==> src/rdpd_pkg.sv <==
// ----------------------------------------------------------------------------
// rdpd_pkg: shared types and constants
// Item layouts, register indexes and reset values for the rotary dial
// pulse decoder.
// ----------------------------------------------------------------------------
package rdpd_pkg;

	localparam int CFG_IDX_W  = 2;
	localparam int CFG_DATA_W = 16;

	localparam logic [CFG_IDX_W-1:0] REG_HOOK_GUARD = 2'd0;
	localparam logic [CFG_IDX_W-1:0] REG_PULSE_MIN  = 2'd1;

	localparam logic [CFG_DATA_W-1:0] RESET_HOOK_GUARD = 16'd200;
	localparam logic [CFG_DATA_W-1:0] RESET_PULSE_MIN  = 16'd40;

	localparam logic [3:0] MAX_DIGIT_PULSES = 4'd10;
	localparam logic [3:0] COUNT_MAX        = 4'd15;

	typedef struct packed {
		logic [31:0] now_ms;
		logic        hook_level;
		logic        dial_level;
		logic        pulse_level;
	} in_item_t;

	typedef struct packed {
		logic       handset_down;
		logic       dial_busy;
		logic       digit_valid;
		logic [3:0] digit;
		logic       too_many_pulses;
	} out_item_t;

	typedef struct packed {
		logic [CFG_DATA_W-1:0] hook_guard_ms;
		logic [CFG_DATA_W-1:0] pulse_min_ms;
	} cfg_regs_t;

endpackage

==> src/rdpd_cfg.sv <==
// ----------------------------------------------------------------------------
// rdpd_cfg: configuration registers
// Holds the hook guard time and the minimum pulse time. Writes to an
// unknown index are dropped.
// ----------------------------------------------------------------------------
module rdpd_cfg (
	input  logic                            clk,
	input  logic                            arst_n,
	input  logic                            cfg_valid,
	output logic                            cfg_ready,
	input  logic [rdpd_pkg::CFG_IDX_W-1:0]  cfg_index,
	input  logic [rdpd_pkg::CFG_DATA_W-1:0] cfg_data,
	output rdpd_pkg::cfg_regs_t             regs
);

	rdpd_pkg::cfg_regs_t regs_q;

	assign cfg_ready = 1'b1;
	assign regs      = regs_q;

	always_ff @(posedge clk or negedge arst_n) begin
		if (!arst_n) begin
			regs_q.hook_guard_ms <= rdpd_pkg::RESET_HOOK_GUARD;
			regs_q.pulse_min_ms  <= rdpd_pkg::RESET_PULSE_MIN;
		end else if (cfg_valid && cfg_ready) begin
			if (cfg_index == rdpd_pkg::REG_HOOK_GUARD) begin
				regs_q.hook_guard_ms <= cfg_data;
			end else if (cfg_index == rdpd_pkg::REG_PULSE_MIN) begin
				regs_q.pulse_min_ms <= cfg_data;
			end
		end
	end

endmodule

==> src/rdpd_core.sv <==
// ----------------------------------------------------------------------------
// rdpd_core: decoder state and per-tick update
// Hook tracking with guard time, dial start and end detection, pulse
// counting and digit formation, all in one pass per sample tick.
// ----------------------------------------------------------------------------
module rdpd_core (
	input  logic                 clk,
	input  logic                 arst_n,
	input  logic                 step,
	input  rdpd_pkg::in_item_t   item,
	input  rdpd_pkg::cfg_regs_t  regs,
	output rdpd_pkg::out_item_t  result
);

	logic        handset_q;
	logic [31:0] hook_time_q;
	logic        dialing_q;
	logic        awaiting_q;
	logic [3:0]  count_q;
	logic [31:0] pulse_time_q;

	logic        handset_d;
	logic [31:0] hook_time_d;
	logic        dialing_d;
	logic        awaiting_d;
	logic [3:0]  count_d;
	logic [31:0] pulse_time_d;

	logic [31:0] hook_age;
	logic [31:0] pulse_age;
	logic        turning;
	logic        released;

	assign hook_age  = item.now_ms - hook_time_q;
	assign pulse_age = item.now_ms - pulse_time_q;
	assign turning   = !item.dial_level;
	assign released  = item.pulse_level;

	always_comb begin
		handset_d    = item.hook_level;
		hook_time_d  = hook_time_q;
		dialing_d    = dialing_q;
		awaiting_d   = awaiting_q;
		count_d      = count_q;
		pulse_time_d = pulse_time_q;
		result       = '0;

		// An accepted hook change drops the dial in progress.
		if ((item.hook_level != handset_q) && (hook_age > {16'd0, regs.hook_guard_ms})) begin
			dialing_d   = 1'b0;
			count_d     = '0;
			hook_time_d = item.now_ms;
		end

		if (!turning && dialing_d) begin
			dialing_d = 1'b0;
			if ((count_d != '0) && (count_d <= rdpd_pkg::MAX_DIGIT_PULSES)) begin
				result.digit_valid = 1'b1;
				result.digit       = rdpd_pkg::MAX_DIGIT_PULSES - count_d;
				count_d            = '0;
			end else if (count_d > rdpd_pkg::MAX_DIGIT_PULSES) begin
				// The count is kept and carries into the next dialing.
				result.too_many_pulses = 1'b1;
			end
		end else if (turning && !dialing_d) begin
			dialing_d  = 1'b1;
			awaiting_d = 1'b1;
		end

		if (dialing_d) begin
			if (awaiting_d) begin
				if (released && (pulse_age > {16'd0, regs.pulse_min_ms})) begin
					if (count_d < rdpd_pkg::COUNT_MAX) begin
						count_d = count_d + 4'd1;
					end
					awaiting_d = 1'b0;
				end
			end else if (!released) begin
				pulse_time_d = item.now_ms;
				awaiting_d   = 1'b1;
			end
		end

		result.handset_down = handset_d;
		result.dial_busy    = dialing_d;
	end

	always_ff @(posedge clk or negedge arst_n) begin
		if (!arst_n) begin
			handset_q    <= 1'b0;
			hook_time_q  <= '0;
			dialing_q    <= 1'b0;
			awaiting_q   <= 1'b0;
			count_q      <= '0;
			pulse_time_q <= '0;
		end else if (step) begin
			handset_q    <= handset_d;
			hook_time_q  <= hook_time_d;
			dialing_q    <= dialing_d;
			awaiting_q   <= awaiting_d;
			count_q      <= count_d;
			pulse_time_q <= pulse_time_d;
		end
	end

	a_digit_excl: assert property (@(posedge clk) disable iff (!arst_n)
		step && result.digit_valid |-> !result.too_many_pulses)
		else $error("digit and too-many flag raised on the same tick");

	a_digit_clears: assert property (@(posedge clk) disable iff (!arst_n)
		step && result.digit_valid |=> count_q == '0 && !dialing_q)
		else $error("pulse count not cleared after a digit");

	a_overflow_kept: assert property (@(posedge clk) disable iff (!arst_n)
		step && result.too_many_pulses |=> count_q == $past(count_q) && !dialing_q)
		else $error("pulse count lost after too many pulses");

	a_hold_idle: assert property (@(posedge clk) disable iff (!arst_n)
		!step |=> $stable(count_q) && $stable(dialing_q) && $stable(hook_time_q))
		else $error("decoder state moved without a tick");

endmodule

==> src/rotary_dial_pulse_decoder_unit.sv <==
// ----------------------------------------------------------------------------
// rotary_dial_pulse_decoder_unit: rotary dial pulse decoder
// Turns sampled hook, dial and pulse contact levels into handset state and
// dialed digits.
// ----------------------------------------------------------------------------
// Channel  Direction  Handshake             Payload
// in       input      in_valid / in_stall   in_item (time and pin levels)
// out      output     out_valid / out_stall out_item (state, digit, error)
// cfg      input      cfg_valid / cfg_ready cfg_index, cfg_data
//
// One item per cycle is sustained while the output is not stalled; an item
// passes into the input register when it is taken and then into the result
// register, from which its result is on the output.
// Reset clears the decoder state and loads the default register values.
// A stalled result holds the input register; the input stalls only when
// both registers are full and the result is stalled.
// ----------------------------------------------------------------------------
module rotary_dial_pulse_decoder_unit (
	input  logic                            clk,
	input  logic                            arst_n,
	input  logic                            in_valid,
	output logic                            in_stall,
	input  rdpd_pkg::in_item_t              in_item,
	output logic                            out_valid,
	input  logic                            out_stall,
	output rdpd_pkg::out_item_t             out_item,
	input  logic                            cfg_valid,
	output logic                            cfg_ready,
	input  logic [rdpd_pkg::CFG_IDX_W-1:0]  cfg_index,
	input  logic [rdpd_pkg::CFG_DATA_W-1:0] cfg_data
);

	rdpd_pkg::in_item_t  item_s1;
	logic                valid_s1;
	rdpd_pkg::out_item_t out_q;
	logic                out_valid_q;
	rdpd_pkg::out_item_t result;
	rdpd_pkg::cfg_regs_t regs;
	logic                advance;
	logic                accept;

	assign advance   = valid_s1 && (!out_valid_q || !out_stall);
	assign in_stall  = valid_s1 && !advance;
	assign accept    = in_valid && !in_stall;
	assign out_valid = out_valid_q;
	assign out_item  = out_q;

	rdpd_cfg u_cfg (
		.clk       (clk),
		.arst_n    (arst_n),
		.cfg_valid (cfg_valid),
		.cfg_ready (cfg_ready),
		.cfg_index (cfg_index),
		.cfg_data  (cfg_data),
		.regs      (regs)
	);

	rdpd_core u_core (
		.clk    (clk),
		.arst_n (arst_n),
		.step   (advance),
		.item   (item_s1),
		.regs   (regs),
		.result (result)
	);

	always_ff @(posedge clk) begin
		if (accept) begin
			item_s1 <= in_item;
		end
		if (advance) begin
			out_q <= result;
		end
	end

	always_ff @(posedge clk or negedge arst_n) begin
		if (!arst_n) begin
			valid_s1    <= 1'b0;
			out_valid_q <= 1'b0;
		end else begin
			valid_s1 <= accept || (valid_s1 && !advance);
			if (advance) begin
				out_valid_q <= 1'b1;
			end else if (!out_stall) begin
				out_valid_q <= 1'b0;
			end
		end
	end

endmodule

==> config.mk <==
export PLATFORM = sky130hd
export DESIGN_NAME = rotary_dial_pulse_decoder_unit
export DESIGN_NICKNAME = d
export VERILOG_FILES = /design/src/rdpd_pkg.sv /design/src/rdpd_cfg.sv /design/src/rdpd_core.sv /design/src/rotary_dial_pulse_decoder_unit.sv
export SDC_FILE = /design/constraint.sdc
export NUM_CORES = 1
export LEC_CHECK = 0
export ABC_AREA = 0
export BUFFER_PORTS_ARGS = -buffer_cell sky130_fd_sc_hd__buf_2
export CORE_ASPECT_RATIO = 0.6
export CORE_MARGIN = 2
export CORE_UTILIZATION = 45
export CTS_CLUSTER_DIAMETER = 40
export DETAILED_ROUTE_END_ITERATION = 6
export PLACE_DENSITY = 0.63
export SLEW_MARGIN = 20
export SYNTH_ARGS = -nofsm -noshare
export SYNTH_HDL_FRONTEND = slang
export SYNTH_SLANG_ARGS = --single-unit
==> constraint.sdc <==
create_clock -name clk -period 8.5 [get_ports clk]
set_clock_uncertainty 0.15 [all_clocks]
set_input_delay 0.425 -clock clk [delete_from_list [all_inputs] [get_ports clk]]
set_output_delay 0.425 -clock clk [all_outputs]
set_load 0.005 [all_outputs]
==> Word level (Yosys, flattened, before mapping) <==
Cells that the tools add are included.
{ "word_totals": {"register_bits": 148, "latchBits": 0, "ram_bits": 0, "romBits": 0, "in_bits": 58, "mem_count": 0} }
{ "op_classes": {"n_addsub": 4, "mul": 0, "div": 0, "order_cmp": 5, "n_eq_ne": 3, "n_shift": 0, "mux": 20, "n_bitwise": 4, "n_reduce_logical": 24} }
{ "op_table": {"columns": ["cell", "n"], "rows": [
  ["32-bit by 16-bit greater-than comparator with 1-bit output", 2],
  ["32-bit subtractor", 2],
  ["4-bit 2-to-1 mux", 7],
  ["1-bit 2-to-1 mux", 12],
  ["1-bit logical AND", 8],
  ["1-bit logical NOT", 6],
  ["2-bit AND reduction", 3],
  ["5-bit 2-to-1 mux", 1],
  ["4-bit by 1-bit adder with 4-bit output, second input constant", 1],
  ["4-bit greater-than comparator, second input constant", 1],
  ["4-bit <= comparator, second input constant", 1],
  ["4-bit < comparator, second input constant", 1],
  ["1-bit inverter", 4],
  ["4-bit AND reduction", 1],
  ["4-bit nonzero test", 1],
  ["4-bit subtractor, first input constant", 1],
  ["3-bit AND reduction", 1],
  ["2-bit by 1-bit == test with 1-bit output, second input constant", 1],
  ["2-bit logical NOT", 1],
  ["1-bit logical OR", 2],
  ["2-bit by 1-bit != test with 1-bit output, second input constant", 1],
  ["2-bit OR reduction", 1],
  ["1-bit != test", 1]
]} }

==> Depth between registers and ports, before layout <==
{ "logic_depth": {"ltp_word": 13, "mapped_depth": 31, "ltp_nobuf": 31} }

==> Cells and area by module <==
A second synthesis with hierarchy kept.
{ "unflattened": {"hier_cells": 1043, "hier_area_um2": 10731.5} }
{ "modules_own_cells": {"columns": ["module", "n_inst", "cells_per_inst", "area_each_um2"], "rows": [
  ["rdpd_core", 1, 922, 8117.8],
  ["rotary_dial_pulse_decoder_unit", 1, 51, 1383.8],
  ["rdpd_cfg", 1, 70, 1229.9]
]} }

==> Worst setup path after synthesis <==
No wires, ideal clock.
{ "synth_timing": {"path_kind": "reg-to-reg", "start": "register item_s1[9] (netlist name)", "end": "register u_core.count_q[1]", "setup_time_ns": 0.135, "arrival_ns": 5.312, "required_ns": 8.215, "setup_slack_ns": 2.903, "path_stages_with_launch": 30, "path_cell_list": "edfxtp_1 > ha_1 > a21oi_1 > nand3b_1 > a21oi_1 > or3_1 > a31oi_1 > xnor2_1 > ha_1 > nand4_1 > nor3_1 > nand2_1 > o31ai_1 > nand4_1 > nor4b_1 > nand4_1 > nor4_4 > a31oi_2 > buf_2 > nor2_1 > ha_1 > nor2b_1 > o21ai_0 > a21oi_1 > and2_1 > ha_1 > a31oi_1 > a21o_1 > o211ai_1 > o211ai_1"} }
{ "synth_via": {"elab_chain_len": 13, "word_cells_on_any_way": 26, "classes_between": "add/sub (3); order compare (4); mux (12); reduce/logical (7)"} }
{ "synth_lines": {"columns": ["element", "line", "rtl"], "rows": [
  ["start, declared", "rotary_dial_pulse_decoder_unit.sv:33", "rdpd_pkg::in_item_t item_s1;"],
  ["start signal, assigned", "rotary_dial_pulse_decoder_unit.sv:69", "item_s1 <= in_item;"],
  ["32-bit subtractor", "rdpd_core.sv:34", "assign hook_age = item.now_ms - hook_time_q;"],
  ["32-bit by 16-bit greater-than comparator with 1-bit output", "rdpd_core.sv:49", "if ((item.hook_level != handset_q) && (hook_age > {16'd0, regs.hook_guard_ms})) begin"],
  ["1-bit logical AND", "rdpd_core.sv:49", null],
  ["4-bit 2-to-1 mux", "rdpd_core.sv:49", null],
  ["4-bit <= comparator / 4-bit nonzero test (equally long branches)", "rdpd_core.sv:57", "if ((count_d != '0) && (count_d <= rdpd_pkg::MAX_DIGIT_PULSES)) begin"],
  ["1-bit logical AND", "rdpd_core.sv:57", null],
  ["4-bit 2-to-1 mux", "rdpd_core.sv:57", null],
  ["4-bit 2-to-1 mux", "rdpd_core.sv:55", "if (!turning && dialing_d) begin"],
  ["4-bit by 1-bit adder with 4-bit output / 4-bit < comparator (equally long branches)", "rdpd_core.sv:74, rdpd_core.sv:73", null],
  ["4-bit 2-to-1 mux", "rdpd_core.sv:73", "if (count_d < rdpd_pkg::COUNT_MAX) begin"],
  ["4-bit 2-to-1 mux", "rdpd_core.sv:72", "if (released && (pulse_age > {16'd0, regs.pulse_min_ms})) begin"],
  ["4-bit 2-to-1 mux", "rdpd_core.sv:71", "if (awaiting_d) begin"],
  ["4-bit 2-to-1 mux *", "rdpd_core.sv:70", "if (dialing_d) begin"],
  ["end signal, assigned", "rdpd_core.sv:101", "count_q <= count_d;"],
  ["end, declared", "rdpd_core.sv:19", "logic [3:0] count_q;"]
]} }
Mark *: on every way between the ends. The rest lies on a longest branch, timed or not.
A chain may end at the register's enable or synchronous reset.

==> Worst setup path after layout <==
Ends and elaborated chain as after synthesis.

==> summary.txt <==
Worst setup path
  • Critical Path Sink Type: flop
  • CP startpoint kind: flop
  • CP max FO: 17
  • CP bufs+invs: 0
  • Crit path kind: flop to flop
  • Required time of the worst setup path: roughly 8700 ps
  • Most frequent cell on the critical path: ha_1
  • CP max stage delay: between 400 and 500 ps
  • Worst path slowest cell: edfxtp_1
  • Worst EP arrival: 6870 ps
  • Crit path max-delay family: simple AND/OR/NAND/NOR gates

Power
  • Power Dens Cells: approximately 310 nW/µm²
  • Combinational power share: around 51%
  • Switching Fraction: between 40% and 50%
  • Register share of total power: between 20 and 30%
  • Internal power: approximately 2.1 mW
  • Maximum VDD drop: 0.000165 V
  • Pleak: ~5.3 nW
  • Fraction of power consumed by the clock network: between 20% and 30%
  • P_sw: roughly 1.5 mW
  • Final Power: 3.61 mW

Floorplanning
  • Die ar.: between 20000 and 25000 µm²
  • Core box area: 23000 µm²
  • Die Wd: just over 200 µm
  • Initial Util: approximately 46%
  • FP Rows: 43
  • Die Y: approximately 120 µm
  • Ports: 69

Clock network
  • Clk_lat worst skew: 440 ps
  • # clock sinks: roughly 150
  • Clock slew at reported path FFs: approximately 70 ps
  • Htree depth: 4
  • CTS max path bufs: 2
  • CTS tree: built
  • Total CTS buffers: 17
  • CTS Root Cell: clkbuf_16

GRT
  • First-pass GRT wire length: roughly 44 mm
  • GRT overflow: 0
  • GRT Util Overall: between 20% and 30%
  • Vias in the first global route: about 8000
  • Initial antenna violation count: 0
  • Largest net degree at the start of global routing: slightly below 60

Yosys
  • Post-synth top area cell: dfrtp_1
  • Synth Cell Area: roughly 11000 µm²
  • Synth Flop Type: dfrtp_1
  • Top-area cell type share of the netlist area: roughly a quarter
  • Mapped Cells: ~1100
  • Post-synth EDFFs: between 40 and 50
  • Fraction of registers with async set/reset: between 70% and 80%
  • Syn Area/Cell: slightly below 10 µm²
  • Seq/Total Area, Yosys: 37.4%
  • Mapped Nets: about 1200
  • Yosys reg bits: 148
  • Top cells by area, synth: dfrtp_1 24%, edfxtp_1 12%, ha_1 12%
  • Synth Warn #: 0
  • Netlist cell types: 80

Placed design
  • Placed inst area: around 11000 µm²
  • Port bufs: 67
  • Dpl hpwl: between 20 and 25 mm
  • RD Place Congestion: between 0.9 and 1

Layout
  • Layout Nets: approximately 1300
  • Final Cell Area: 11700 µm²
  • Layout cells sized above 1: 17.2%
  • P&R area growth vs syn: 11.3%
  • ANT cells: 0

STA
  • Hold Vio Cnt, Final: 0
  • Final period util: roughly four fifths
  • Hold WS: around 9 ps
  • Setup TNS: 0 ps
  • Worst Tran Pin Value: between 800 and 900 ps
  • Max Clock Freq: approximately 0.15 GHz
  • Post-layout minimum cycle time: between 6000 and 7000 ps
  • Slew headroom: a little over two fifths
  • Setup violators final: 0
  • RSZ-0062 raised after global routing: no
  • Max Slew Vio Count: 0

Drt
  • # DRC: 0
  • First DRT Iteration DRCs: about 810
  • Final antenna-violating net count: 0
  • First-pass detailed-route iteration total: 5
  • Post-Route WL: roughly 28 mm
  • Via count: between 8000 and 9000
  • Vias/cell: 5.76
  • Avg WL per Cell: 19.1 µm

Worst hold path
  • Hold crit path type: input pin to flop

Run status
  • Outcome: completed

Run
  • Maxcap violations: 0
[kinds of logic (layout without fill, tap and decap cells)]
family                     Yosys count  in the layout  share of synthesized area, %
buffers and inverters              158            229                          6.33
other                                1              1                        0.0357
and+or+nand+nor                    270            270                          13.0
muxes                               86             86                          10.2
xor gates and xnor gates            44             44                          3.67
AOI/OAI and AO/OA                  282            282                          17.4
adders and majority gates          100            100                          12.1
DFF                                148            148                          37.4
[through the flow]
stage                     util (%)  setup slack, ps  instances
after floorplan                  -             2900       1089
after global placement        48.0             2110       1439
after detailed placement      48.0             1960       1439
after CTS                     50.7             1930       1474
after global routing          50.7             1130       1475
final                         50.7             1780       1475
[flip-flops by register name, summed over array words and instances, names as in the netlist]
register	count
u_core.pulse_time_q	32
u_core.hook_time_q	32
u_core.awaiting_q	1
out_item	8
u_cfg.regs	32
u_core.handset_q	1
u_core.count_q	4
out_valid	1
item_s1	35
u_core.dialing_q	1
valid_s1	1
[cell type report]
| class | count | area, µm² |
|---|---|---|
| inverter | 122 | 458 |
| sequential | 148 | 3930 |
| clock buffer | 18 | 429 |
| tap | 315 | 394 |
| multi-input combinational | 783 | 5920 |
| clock inverter | 14 | 153 |
| fill | 2157 | 11300 |
| timing repair buffer | 75 | 408 |
[repair_timing]
| item | 4_1_cts | 5_1_grt |
|---|---|---|
| resized for setup | 0 | 0 |
| hold endpoints to repair | 53 | 1 |
| hold buffers | 3 | 1 |
| buffers inserted | 0 | 0 |
[cell usage after synthesis (all sizes together) (6+ instances only)]
library cell and n:
nor2b 13, o21ai 66, inv 122, clkbuf 23, nand3 17, nor2 57, ha 98, buf 13
and3 9, nor3 9, a21o 17, a211oi 10, edfxtp 43, dfrtp 100, nand2 89, a31oi 12
xnor2 26, a21oi 86, mux2 81, o21a 14, xor2 18, nand4 25, and2 6, o211ai 16
nand2b 12
[power by group through the flow]
stage	logic [mW]	registers [mW]	clock network, mW
after CTS	1.82	0.995	0.779
after floorplan	1.41	0.969	0
after global placement	1.79	1.00	0
final	1.84	0.998	0.766
after detailed placement	1.80	1.01	0
after global routing	2.06	1.02	0.807
[placed cells by master, fill, tap and decap left out, drive strengths merged, types with 6 or more instances in the layout]
cell type | synthesis | layout
buf | 13 | 71
a211oi | 10 | 10
nand4 | 25 | 25
a21o | 17 | 17
a21oi | 86 | 86
and3 | 9 | 9
a31oi | 12 | 12
o211ai | 16 | 16
clkbuf | 23 | 18
mux2 | 81 | 81
ha | 98 | 98
o21ai | 66 | 66
nor2b | 13 | 13
edfxtp | 43 | 43
xnor2 | 26 | 26
o21a | 14 | 14
clkinv | 0 | 6
nand3 | 17 | 17
inv | 122 | 126
nand2b | 12 | 12
nand2 | 89 | 89
dfrtp | 100 | 100
nor3 | 9 | 9
xor2 | 18 | 18
and2 | 6 | 6
nor2 | 57 | 57
[worst register-to-register path: cells and delay by family, from the launching register on]
kind | cells | cell delay [ps]
xor gates and xnor gates | 1 | 110
adders and majority gates | 4 | 1150
AOI/OAI and AO/OA | 11 | 2030
and+or+nand+nor | 12 | 2700
DFF | 1 | 460
[path summary, 6_finish.rpt]
check / to / depth (start not counted) / from / slack, ps
worst max-delay path: u_core.count_q[1]$_DFFE_PN0P_ / 28 / item_s1[9]$_DFFE_PP_ / 1780
worst min-delay path: item_s1[0]$_DFFE_PP_ / 1 / in_item[0] / 9
worst max register to register: u_core.count_q[1]$_DFFE_PN0P_ / 28 / item_s1[9]$_DFFE_PP_ / 1780
worst min register to register: out_valid$_DFFE_PN0P_ / 1 / valid_s1$_DFF_PN0_ / 340
max in group asynchronous: u_core.pulse_time_q[7]$_DFFE_PN0P_ / 3 / arst_n / 6570
min in group asynchronous: u_cfg.regs[21]$_DFFE_PN0P_ / 2 / arst_n / 470
[routing by layer]
layer	track usage (%)	up-vias	share of wire, %
met1	37.2	4140	54
met3	6.29	17	7.5
met5	0	-	0
met4	4.78	0	0.94
met2	30.5	289	38
li1	-	4048	-
(Power assumes the default switching activity.)
